**config.mk**
```make
export PLATFORM = sky130hd
export DESIGN_NAME = mip_packet_deframer_top_flat
export DESIGN_NICKNAME = d
export VERILOG_FILES = /design/src/mpd_pkg.sv /design/src/mpd_if.sv /design/src/mpd_parser.sv /design/src/mpd_out_skid.sv /design/src/mip_packet_deframer_top.sv /design/src/flat_wrapper.sv
export SDC_FILE = /design/constraint.sdc
export NUM_CORES = 1
export LEC_CHECK = 0
export BUFFER_PORTS_ARGS = -buffer_cell sky130_fd_sc_hd__buf_2
export CAP_MARGIN = 20
export CORE_ASPECT_RATIO = 0.9
export CORE_MARGIN = 5
export CORE_UTILIZATION = 60
export DETAILED_ROUTE_END_ITERATION = 8
export GPL_TIMING_DRIVEN = 0
export PLACE_DENSITY = 0.8
export SLEW_MARGIN = 15
export SYNTH_ARGS = -nofsm -noshare
export SYNTH_HDL_FRONTEND = slang
export SYNTH_SLANG_ARGS = --single-unit
```
**constraint.sdc**
```tcl
create_clock -name clk -period 3.8 [get_ports clk]
set_input_delay 0.19 -clock clk [delete_from_list [all_inputs] [get_ports clk]]
set_output_delay 0.19 -clock clk [all_outputs]
set_load 0.01 [all_outputs]
```
**src/mpd_pkg.sv**
```systemverilog
// Shared types and constants for the packet deframer.
// Depends on nothing; every other file depends on it.
`default_nettype none

package mpd_pkg;

  localparam int unsigned BYTE_W    = 8;
  localparam int unsigned KIND_W    = 2;
  localparam int unsigned PHASE_W   = 3;
  localparam int unsigned CFG_IDX_W = 1;

  // Configuration register indexes
  localparam logic [CFG_IDX_W-1:0] REG_SYNC_FIRST  = 1'd0;
  localparam logic [CFG_IDX_W-1:0] REG_SYNC_SECOND = 1'd1;

  localparam logic [BYTE_W-1:0] SYNC_FIRST_RESET  = 8'd117;
  localparam logic [BYTE_W-1:0] SYNC_SECOND_RESET = 8'd101;

  // Parser phases
  localparam logic [PHASE_W-1:0] PH_SYNC1 = 3'd0;
  localparam logic [PHASE_W-1:0] PH_SYNC2 = 3'd1;
  localparam logic [PHASE_W-1:0] PH_DESC  = 3'd2;
  localparam logic [PHASE_W-1:0] PH_LEN   = 3'd3;
  localparam logic [PHASE_W-1:0] PH_DATA  = 3'd4;
  localparam logic [PHASE_W-1:0] PH_CK1   = 3'd5;
  localparam logic [PHASE_W-1:0] PH_CK2   = 3'd6;

  // Result kinds
  localparam logic [KIND_W-1:0] KIND_PAYLOAD  = 2'd0;
  localparam logic [KIND_W-1:0] KIND_GOOD     = 2'd1;
  localparam logic [KIND_W-1:0] KIND_BAD_CSUM = 2'd2;

  typedef struct packed {
    logic [BYTE_W-1:0] sync_first;
    logic [BYTE_W-1:0] sync_second;
  } cfg_t;

  typedef struct packed {
    logic [KIND_W-1:0] item_kind;
    logic [BYTE_W-1:0] data_byte;
    logic [BYTE_W-1:0] byte_offset;
    logic [BYTE_W-1:0] desc_set;
    logic [BYTE_W-1:0] frame_length;
  } result_t;

endpackage

`default_nettype wire

```
**src/mpd_if.sv**
```systemverilog
// Channel interfaces of the packet deframer: received bytes, results, config writes.
// Depends on mpd_pkg for field widths.
`default_nettype none

interface mpd_byte_if;
  logic                      valid;
  logic                      ready;
  logic [mpd_pkg::BYTE_W-1:0] rx_byte;

  modport source (output valid, output rx_byte, input ready);
  modport sink   (input valid, input rx_byte, output ready);
endinterface

interface mpd_result_if;
  logic                       valid;
  logic                       ready;
  logic [mpd_pkg::KIND_W-1:0] item_kind;
  logic [mpd_pkg::BYTE_W-1:0] data_byte;
  logic [mpd_pkg::BYTE_W-1:0] byte_offset;
  logic [mpd_pkg::BYTE_W-1:0] desc_set;
  logic [mpd_pkg::BYTE_W-1:0] frame_length;

  modport source (output valid, output item_kind, output data_byte, output byte_offset,
                  output desc_set, output frame_length, input ready);
  modport sink   (input valid, input item_kind, input data_byte, input byte_offset,
                  input desc_set, input frame_length, output ready);
endinterface

interface mpd_cfg_if;
  logic                          valid;
  logic                          ready;
  logic [mpd_pkg::CFG_IDX_W-1:0] reg_index;
  logic [mpd_pkg::BYTE_W-1:0]    reg_data;

  modport source (output valid, output reg_index, output reg_data, input ready);
  modport sink   (input valid, input reg_index, input reg_data, output ready);
endinterface

`default_nettype wire

```
**src/mpd_parser.sv**
```systemverilog
// Frame parser: phase tracking, running checksums and result generation per byte.
// Depends on mpd_pkg.
`default_nettype none

module mpd_parser (
  input  wire logic                        clk,
  input  wire logic                        rst,
  input  wire mpd_pkg::cfg_t               cfg,
  input  wire logic                        accept,
  input  wire logic [mpd_pkg::BYTE_W-1:0]  rx_byte,
  output logic                             res_valid,
  output mpd_pkg::result_t                 res
);
  import mpd_pkg::*;

  logic [PHASE_W-1:0] phase, phase_next;
  logic [BYTE_W-1:0]  held_descriptor, held_descriptor_next;
  logic [BYTE_W-1:0]  held_length, held_length_next;
  logic [BYTE_W-1:0]  byte_count, byte_count_next;
  logic [BYTE_W-1:0]  sum_first, sum_first_next;
  logic [BYTE_W-1:0]  sum_second, sum_second_next;
  logic [BYTE_W-1:0]  first_check_byte, first_check_byte_next;

  logic [BYTE_W-1:0]  acc_first, acc_second;
  logic [BYTE_W:0]    count_inc;
  logic               produce;

  assign acc_first  = sum_first + rx_byte;
  assign acc_second = sum_second + acc_first;
  assign count_inc  = {1'b0, byte_count} + {{BYTE_W{1'b0}}, 1'b1};

  always_comb begin
    phase_next            = phase;
    held_descriptor_next  = held_descriptor;
    held_length_next      = held_length;
    byte_count_next       = byte_count;
    sum_first_next        = sum_first;
    sum_second_next       = sum_second;
    first_check_byte_next = first_check_byte;
    produce               = 1'b0;
    res.item_kind         = KIND_PAYLOAD;
    res.data_byte         = '0;
    res.byte_offset       = '0;
    res.desc_set          = held_descriptor;
    res.frame_length      = held_length;
    case (phase)
      PH_SYNC1: begin
        // Restart both sums on the first sync byte
        if (rx_byte == cfg.sync_first) begin
          sum_first_next  = rx_byte;
          sum_second_next = rx_byte;
          phase_next      = PH_SYNC2;
        end
      end
      PH_SYNC2: begin
        if (rx_byte == cfg.sync_second) begin
          sum_first_next  = acc_first;
          sum_second_next = acc_second;
          phase_next      = PH_DESC;
        end else begin
          phase_next = PH_SYNC1;
        end
      end
      PH_DESC: begin
        held_descriptor_next = rx_byte;
        sum_first_next       = acc_first;
        sum_second_next      = acc_second;
        phase_next           = PH_LEN;
      end
      PH_LEN: begin
        held_length_next = rx_byte;
        sum_first_next   = acc_first;
        sum_second_next  = acc_second;
        byte_count_next  = '0;
        // Skip the payload phase on an empty frame
        phase_next       = (rx_byte == '0) ? PH_CK1 : PH_DATA;
      end
      PH_DATA: begin
        sum_first_next  = acc_first;
        sum_second_next = acc_second;
        produce         = 1'b1;
        res.item_kind   = KIND_PAYLOAD;
        res.data_byte   = rx_byte;
        res.byte_offset = byte_count;
        if (count_inc >= {1'b0, held_length}) begin
          byte_count_next = '0;
          phase_next      = PH_CK1;
        end else begin
          byte_count_next = count_inc[BYTE_W-1:0];
        end
      end
      PH_CK1: begin
        first_check_byte_next = rx_byte;
        phase_next            = PH_CK2;
      end
      PH_CK2: begin
        produce       = 1'b1;
        res.item_kind = ((first_check_byte == sum_first) && (rx_byte == sum_second))
                        ? KIND_GOOD : KIND_BAD_CSUM;
        phase_next    = PH_SYNC1;
      end
      default: begin
        phase_next = PH_SYNC1;
      end
    endcase
  end

  assign res_valid = accept & produce;

  always_ff @(posedge clk) begin
    if (rst) begin
      phase            <= PH_SYNC1;
      held_descriptor  <= '0;
      held_length      <= '0;
      byte_count       <= '0;
      sum_first        <= '0;
      sum_second       <= '0;
      first_check_byte <= '0;
    end else if (accept) begin
      phase            <= phase_next;
      held_descriptor  <= held_descriptor_next;
      held_length      <= held_length_next;
      byte_count       <= byte_count_next;
      sum_first        <= sum_first_next;
      sum_second       <= sum_second_next;
      first_check_byte <= first_check_byte_next;
    end
  end

endmodule

`default_nettype wire

```
**src/mpd_out_skid.sv**
```systemverilog
// Result register with a skid stage, so a new byte is taken while a result waits.
// Depends on mpd_pkg and mpd_if.
`default_nettype none

module mpd_out_skid (
  input  wire logic             clk,
  input  wire logic             rst,
  input  wire logic             push,
  input  wire mpd_pkg::result_t push_data,
  output logic                  space,
  mpd_result_if.source          res
);
  import mpd_pkg::*;

  logic    out_valid;
  result_t out_data;
  logic    skid_valid;
  result_t skid_data;

  // Accept upstream only while the skid slot is empty
  assign space = ~skid_valid;

  always_ff @(posedge clk) begin
    if (rst) begin
      out_valid  <= 1'b0;
      skid_valid <= 1'b0;
    end else if (res.ready || !out_valid) begin
      if (skid_valid) begin
        out_valid  <= 1'b1;
        skid_valid <= 1'b0;
      end else begin
        out_valid <= push;
      end
    end else if (push) begin
      skid_valid <= 1'b1;
    end
  end

  always_ff @(posedge clk) begin
    if (res.ready || !out_valid) begin
      if (skid_valid) begin
        out_data <= skid_data;
      end else if (push) begin
        out_data <= push_data;
      end
    end else if (push) begin
      skid_data <= push_data;
    end
  end

  assign res.valid        = out_valid;
  assign res.item_kind    = out_data.item_kind;
  assign res.data_byte    = out_data.data_byte;
  assign res.byte_offset  = out_data.byte_offset;
  assign res.desc_set     = out_data.desc_set;
  assign res.frame_length = out_data.frame_length;

endmodule

`default_nettype wire

```
**src/mip_packet_deframer_top.sv**
```systemverilog
// Top level of the packet deframer: config registers, parser and result buffer.
// Depends on mpd_pkg, mpd_if, mpd_parser and mpd_out_skid.
//
// Usage:
//   rx  : one received byte per item (rx_byte). The block hunts for the two
//         sync bytes, then takes descriptor set, length, payload and two
//         checksum bytes of each frame.
//   res : one item per payload byte (kind payload, data and offset) and one
//         verdict item per frame (kind good or checksum failed), each with
//         the frame's descriptor set and length. Drop the payload of a frame
//         whose verdict is bad.
//   cfg : writes the sync byte values (index 0 first, index 1 second). Always
//         ready; write only while no byte is in flight.
// Output: the result of an accepted byte is registered in the result buffer's
//   output register before it shows on res. Throughput: one byte per cycle
//   while rx.ready is high, set by the parser's per-byte phase and checksum update.
// Reset (rst, synchronous): sync values return to 117 and 101, the parser
//   returns to the first-sync hunt and the result buffer empties.
// Stall: while res is held off, one more result is parked in the skid stage;
//   rx.ready then drops until the waiting result is taken.
`default_nettype none

module mip_packet_deframer_top (
  input  wire logic    clk,
  input  wire logic    rst,
  mpd_byte_if.sink     rx,
  mpd_cfg_if.sink      cfg,
  mpd_result_if.source res
);
  import mpd_pkg::*;

  cfg_t    cfg_regs;
  logic    space;
  logic    accept;
  logic    res_valid;
  result_t res_data;

  // Configuration writes are always accepted and registered
  assign cfg.ready = 1'b1;

  always_ff @(posedge clk) begin
    if (rst) begin
      cfg_regs.sync_first  <= SYNC_FIRST_RESET;
      cfg_regs.sync_second <= SYNC_SECOND_RESET;
    end else if (cfg.valid) begin
      case (cfg.reg_index)
        REG_SYNC_FIRST:  cfg_regs.sync_first  <= cfg.reg_data;
        REG_SYNC_SECOND: cfg_regs.sync_second <= cfg.reg_data;
        default: ;
      endcase
    end
  end

  // Take a byte whenever the result buffer has room for its result
  assign rx.ready = space;
  assign accept   = rx.valid & space;

  mpd_parser u_parser (
    .clk       (clk),
    .rst       (rst),
    .cfg       (cfg_regs),
    .accept    (accept),
    .rx_byte   (rx.rx_byte),
    .res_valid (res_valid),
    .res       (res_data)
  );

  mpd_out_skid u_out (
    .clk       (clk),
    .rst       (rst),
    .push      (res_valid),
    .push_data (res_data),
    .space     (space),
    .res       (res)
  );

endmodule

`default_nettype wire
```
**src/flat_wrapper.sv**
```systemverilog
// flat-port wrapper written by rule: the top's interface ports become plain ports
module mip_packet_deframer_top_flat import mpd_pkg::*;
  (clk, rst, rx_valid, rx_rx_byte, rx_ready, cfg_valid, cfg_reg_index, cfg_reg_data, cfg_ready, res_valid, res_item_kind, res_data_byte, res_byte_offset, res_desc_set, res_frame_length, res_ready);
  mpd_byte_if rx_i ();
  mpd_cfg_if cfg_i ();
  mpd_result_if res_i ();
  input  wire logic clk;
  input  wire logic rst;
  input wire logic [$bits(rx_i.valid)-1:0] rx_valid;
  input wire logic [$bits(rx_i.rx_byte)-1:0] rx_rx_byte;
  output wire logic [$bits(rx_i.ready)-1:0] rx_ready;
  input wire logic [$bits(cfg_i.valid)-1:0] cfg_valid;
  input wire logic [$bits(cfg_i.reg_index)-1:0] cfg_reg_index;
  input wire logic [$bits(cfg_i.reg_data)-1:0] cfg_reg_data;
  output wire logic [$bits(cfg_i.ready)-1:0] cfg_ready;
  output wire logic [$bits(res_i.valid)-1:0] res_valid;
  output wire logic [$bits(res_i.item_kind)-1:0] res_item_kind;
  output wire logic [$bits(res_i.data_byte)-1:0] res_data_byte;
  output wire logic [$bits(res_i.byte_offset)-1:0] res_byte_offset;
  output wire logic [$bits(res_i.desc_set)-1:0] res_desc_set;
  output wire logic [$bits(res_i.frame_length)-1:0] res_frame_length;
  input wire logic [$bits(res_i.ready)-1:0] res_ready;
  assign rx_i.valid = rx_valid;
  assign rx_i.rx_byte = rx_rx_byte;
  assign rx_ready = rx_i.ready;
  assign cfg_i.valid = cfg_valid;
  assign cfg_i.reg_index = cfg_reg_index;
  assign cfg_i.reg_data = cfg_reg_data;
  assign cfg_ready = cfg_i.ready;
  assign res_valid = res_i.valid;
  assign res_item_kind = res_i.item_kind;
  assign res_data_byte = res_i.data_byte;
  assign res_byte_offset = res_i.byte_offset;
  assign res_desc_set = res_i.desc_set;
  assign res_frame_length = res_i.frame_length;
  assign res_i.ready = res_ready;
  mip_packet_deframer_top u_core (.clk(clk), .rst(rst), .rx(rx_i), .cfg(cfg_i), .res(res_i));
endmodule
```
==> impl_metrics.yaml <==
cts:
  htree_levels: 4
  clk_latency_ns: 0.42
  clock_path_buffers: 2
  cts.sinks: 137
  cts_root_buf: "clkbuf_16"
  holdBufCountCts: 0
  path_clk_slew_ns: 0.06
  cts_buffers: 17
  post-cts-setup-buffers: 0
  cts_tree: "done"
  cts_resized: 0
grt:
  track_usage_pct: 23.5
  antenna_found_initial: 0
  grt_max_degree: 28
  grt_pass1_vias: 4961
  overflow: 0
  grt_pass1_wl_um: 25200
finish:
  utilization_pct: 71.9
  regMostFlops: "u_core.u_out.skid_data"
  fin_cells: 861
  nets: 744
  diodes: 0
  drive_above_1_share_pct: 19.5
  top_regs: "u_core.u_out.skid_data x34, u_core.cfg_regs x16"
  syn_to_final_growth_pct: 16.3
  fillers: 788
  final_area_mm2: 0.00784
  largest_reg_flops: 34
power_and_ir_drop:
  p_int_mw: 2.57
  clkPwrFrac_pct: 48.6
  cellLeakagePower_nw: 3.23
  seqPwrFrac_pct: 46.9
  power.switching_mw: 0.745
  netSwitchingFraction_pct: 22.5
  p_comb_share_pct: 4.5
  power_density_mw_per_mm2: 423
  total_power_mw: 3.31
  peakVddDrop_v: 0.000330
floorplanning:
  die_h_um: 111
  rows: 36
  ioPinCount: 59
  fp.dieW_um: 122
  start_util_pct: 61.8
  coreArea_mm2: 0.0109
  die_area_mm2: 0.0135
sta:
  rsz0062_at_grt: "no"
  maxSlewViolCount: 0
  whs_ns: 0.00773
  finalSetupViolations: 0
  max_slew_margin_pct: 54.3
  setup_ws_ns: 0.545
  post-route-period-util_pct: 85.6
  setup_tns_ns: 0
  max_freq_mhz: 307
  hold_viol_final: 0
  fin_crit_ns: 3.25
  worst_pin_slew_ns: 0.686
  skew_ns: 0.0103
routing:
  dr.pass1.iters: 5
  ant_nets: 0
  wl_per_cell_um: 17.7
  drt_iter0_drc: 402
  routed_wl_um: 15300
  dr_total_vias: 5032
  drc: 0
  via_per_inst: 5.84
worst_setup_path:
  timing.rr.start: "u_core.u_parser.sum_first[0]"
  start_kind: "register"
  critPathCaptureType: "register"
  critPathRequiredTime_ns: 4.13
  r2r_cells: 13
  regToRegEndpoint: "u_core.u_parser.sum_second[7]"
  r2r_slack_ns: 0.55
  arrival_ns: 3.58
  worst-path-max-fanout: 4
  critPathKind: "register to register"
yosys:
  synth_cell_type_count: 55
  ys.flop_type: "dfxtp_1"
  syn-cell-area_mm2: 0.00674
  yosys_warnings: 0
  synth.top_cells.by_count: "dfxtp_1 (69), edfxtp_1 (68), nand2_1 (47)"
  synth_edf_count: 68
  synth_top_area_cell: "edfxtp_1"
  synth_top_area_share_pct: 30.3
  synthCells: 622
  avgSynthCellArea_um2: 10.8
  synth.area.top_cells: "edfxtp_1 (30%), dfxtp_1 (20%), mux2i_1 (4.8%)"
  synth_nets: 670
  synthArstFlopShare_pct: 0
  synth-seq-area-share_pct: 50.8
  synth-seq-cells: 137
  synth_most_common_cell: "dfxtp_1"
min_path:
  holdCritPathClass: "input port to register"
  hold_depth: 3
  hold_end: "u_core.cfg_regs[12]"
  hold_start: "cfg_reg_data[4]"
place:
  place_inst: 829
  hpwl_um: 10600
  dp_worst_setup_slack_ns: 0.624
  placed_area_mm2: 0.00727
  gp_congestion: 0.988
  io_buffers: 53
status:
  status: "finished, final reports clean"
flow_run:
  drv_cap: 0
[how the worst max path moves through the flow]
| stage | start | to | slack, ns |
|---|---|---|---|
| 2_1_floorplan | u_core.u_parser.phase[2] | u_core.u_out.res.byte_offset[0] | 0.86 |
| 3_5_place_dp | u_core.u_parser.sum_first[0] | u_core.u_parser.sum_second[7] | 0.62 |
| 5_1_grt | u_core.u_parser.sum_first[1] | u_core.u_parser.sum_second[7] | 0.41 |
| 6_report | u_core.u_parser.sum_first[0] | u_core.u_parser.sum_second[7] | 0.55 |
| 4_1_cts | u_core.u_parser.sum_first[0] | u_core.u_parser.sum_second[7] | 0.63 |
| 3_3_place_gp | u_core.u_parser.phase[2] | u_core.u_out.skid_data[20] | 0.20 |
[layout make-up]
type	count	area, µm²	share of cell area, %
multi-input combinational	434	3100	39.5
inverter	12	45.0	0.574
clock inverter	14	146	1.87
tap	152	190	2.43
timing repair buffer	55	320	4.08
sequential	137	3420	43.7
clock buffer	18	429	5.47
buffer	39	191	2.44
[power groups by stage]
stage | sequential, mW | combinational, mW | clock, mW
floorplan | 1.58 | 0.102 | 0
global placement | 1.58 | 0.143 | 0
detailed placement | 1.58 | 0.147 | 0
CTS | 1.55 | 0.148 | 1.61
global route | 1.55 | 0.165 | 1.68
finish | 1.55 | 0.150 | 1.61
[kinds of logic (layout without fill, tap and decap cells)]
group,after synthesis,after routing,share of synthesized area [%]
AOI/OAI and AO/OA,120,120,11.9
xor gates and xnor gates,51,51,6.63
adders and majority gates,26,26,5.05
buffers and inverters,51,138,3.51
DFF,137,137,50.8
muxes,57,57,8.93
other,1,1,0.0556
and+or+nand+nor,179,179,13.2
[worst max-delay path, cell delays in order, from the launching register on]
cell and delay [ns]:
dfxtp_1 0.36, ha_1 0.28, fa_1 0.44, a211oi_1 0.24, o21bai_1 0.11, a21oi_1 0.18
xnor2_1 0.23, ha_1 0.36, o211ai_1 0.24, o22ai_1 0.12, nor2_1 0.16, and3_1 0.18
nor3_1 0.04, o41ai_1 0.22
[layer usage]
metal / vias up / part of all wire (%) / wire length [µm] / track usage (%)
li1: 2415 / - / - / -
met1: 2383 / 44 / 6670 / 31.7
met2: 202 / 48 / 7300 / 37.4
met3: 32 / 6.5 / 985 / 5.21
met4: 0 / 2.0 / 310 / 7.84
met5: - / 0 / 0 / 0
[cell usage in the layout, fill, tap and decap left out, types with 9 or more instances in the layout]
cell type,count
mux2_2,25
and2_1,19
buf_2,65
a21oi_1,36
nand4_1,14
ha_1,24
nand3_1,19
clkbuf_1,18
nand2_1,47
xor2_1,27
o21ai_0,22
o31ai_1,10
xnor2_1,24
nor2_1,39
edfxtp_1,68
a21o_1,10
nor3_1,9
inv_1,10
clkbuf_16,17
dfxtp_1,69
mux2i_1,32
No activity file was read; power rests on OpenSTA's default activity.
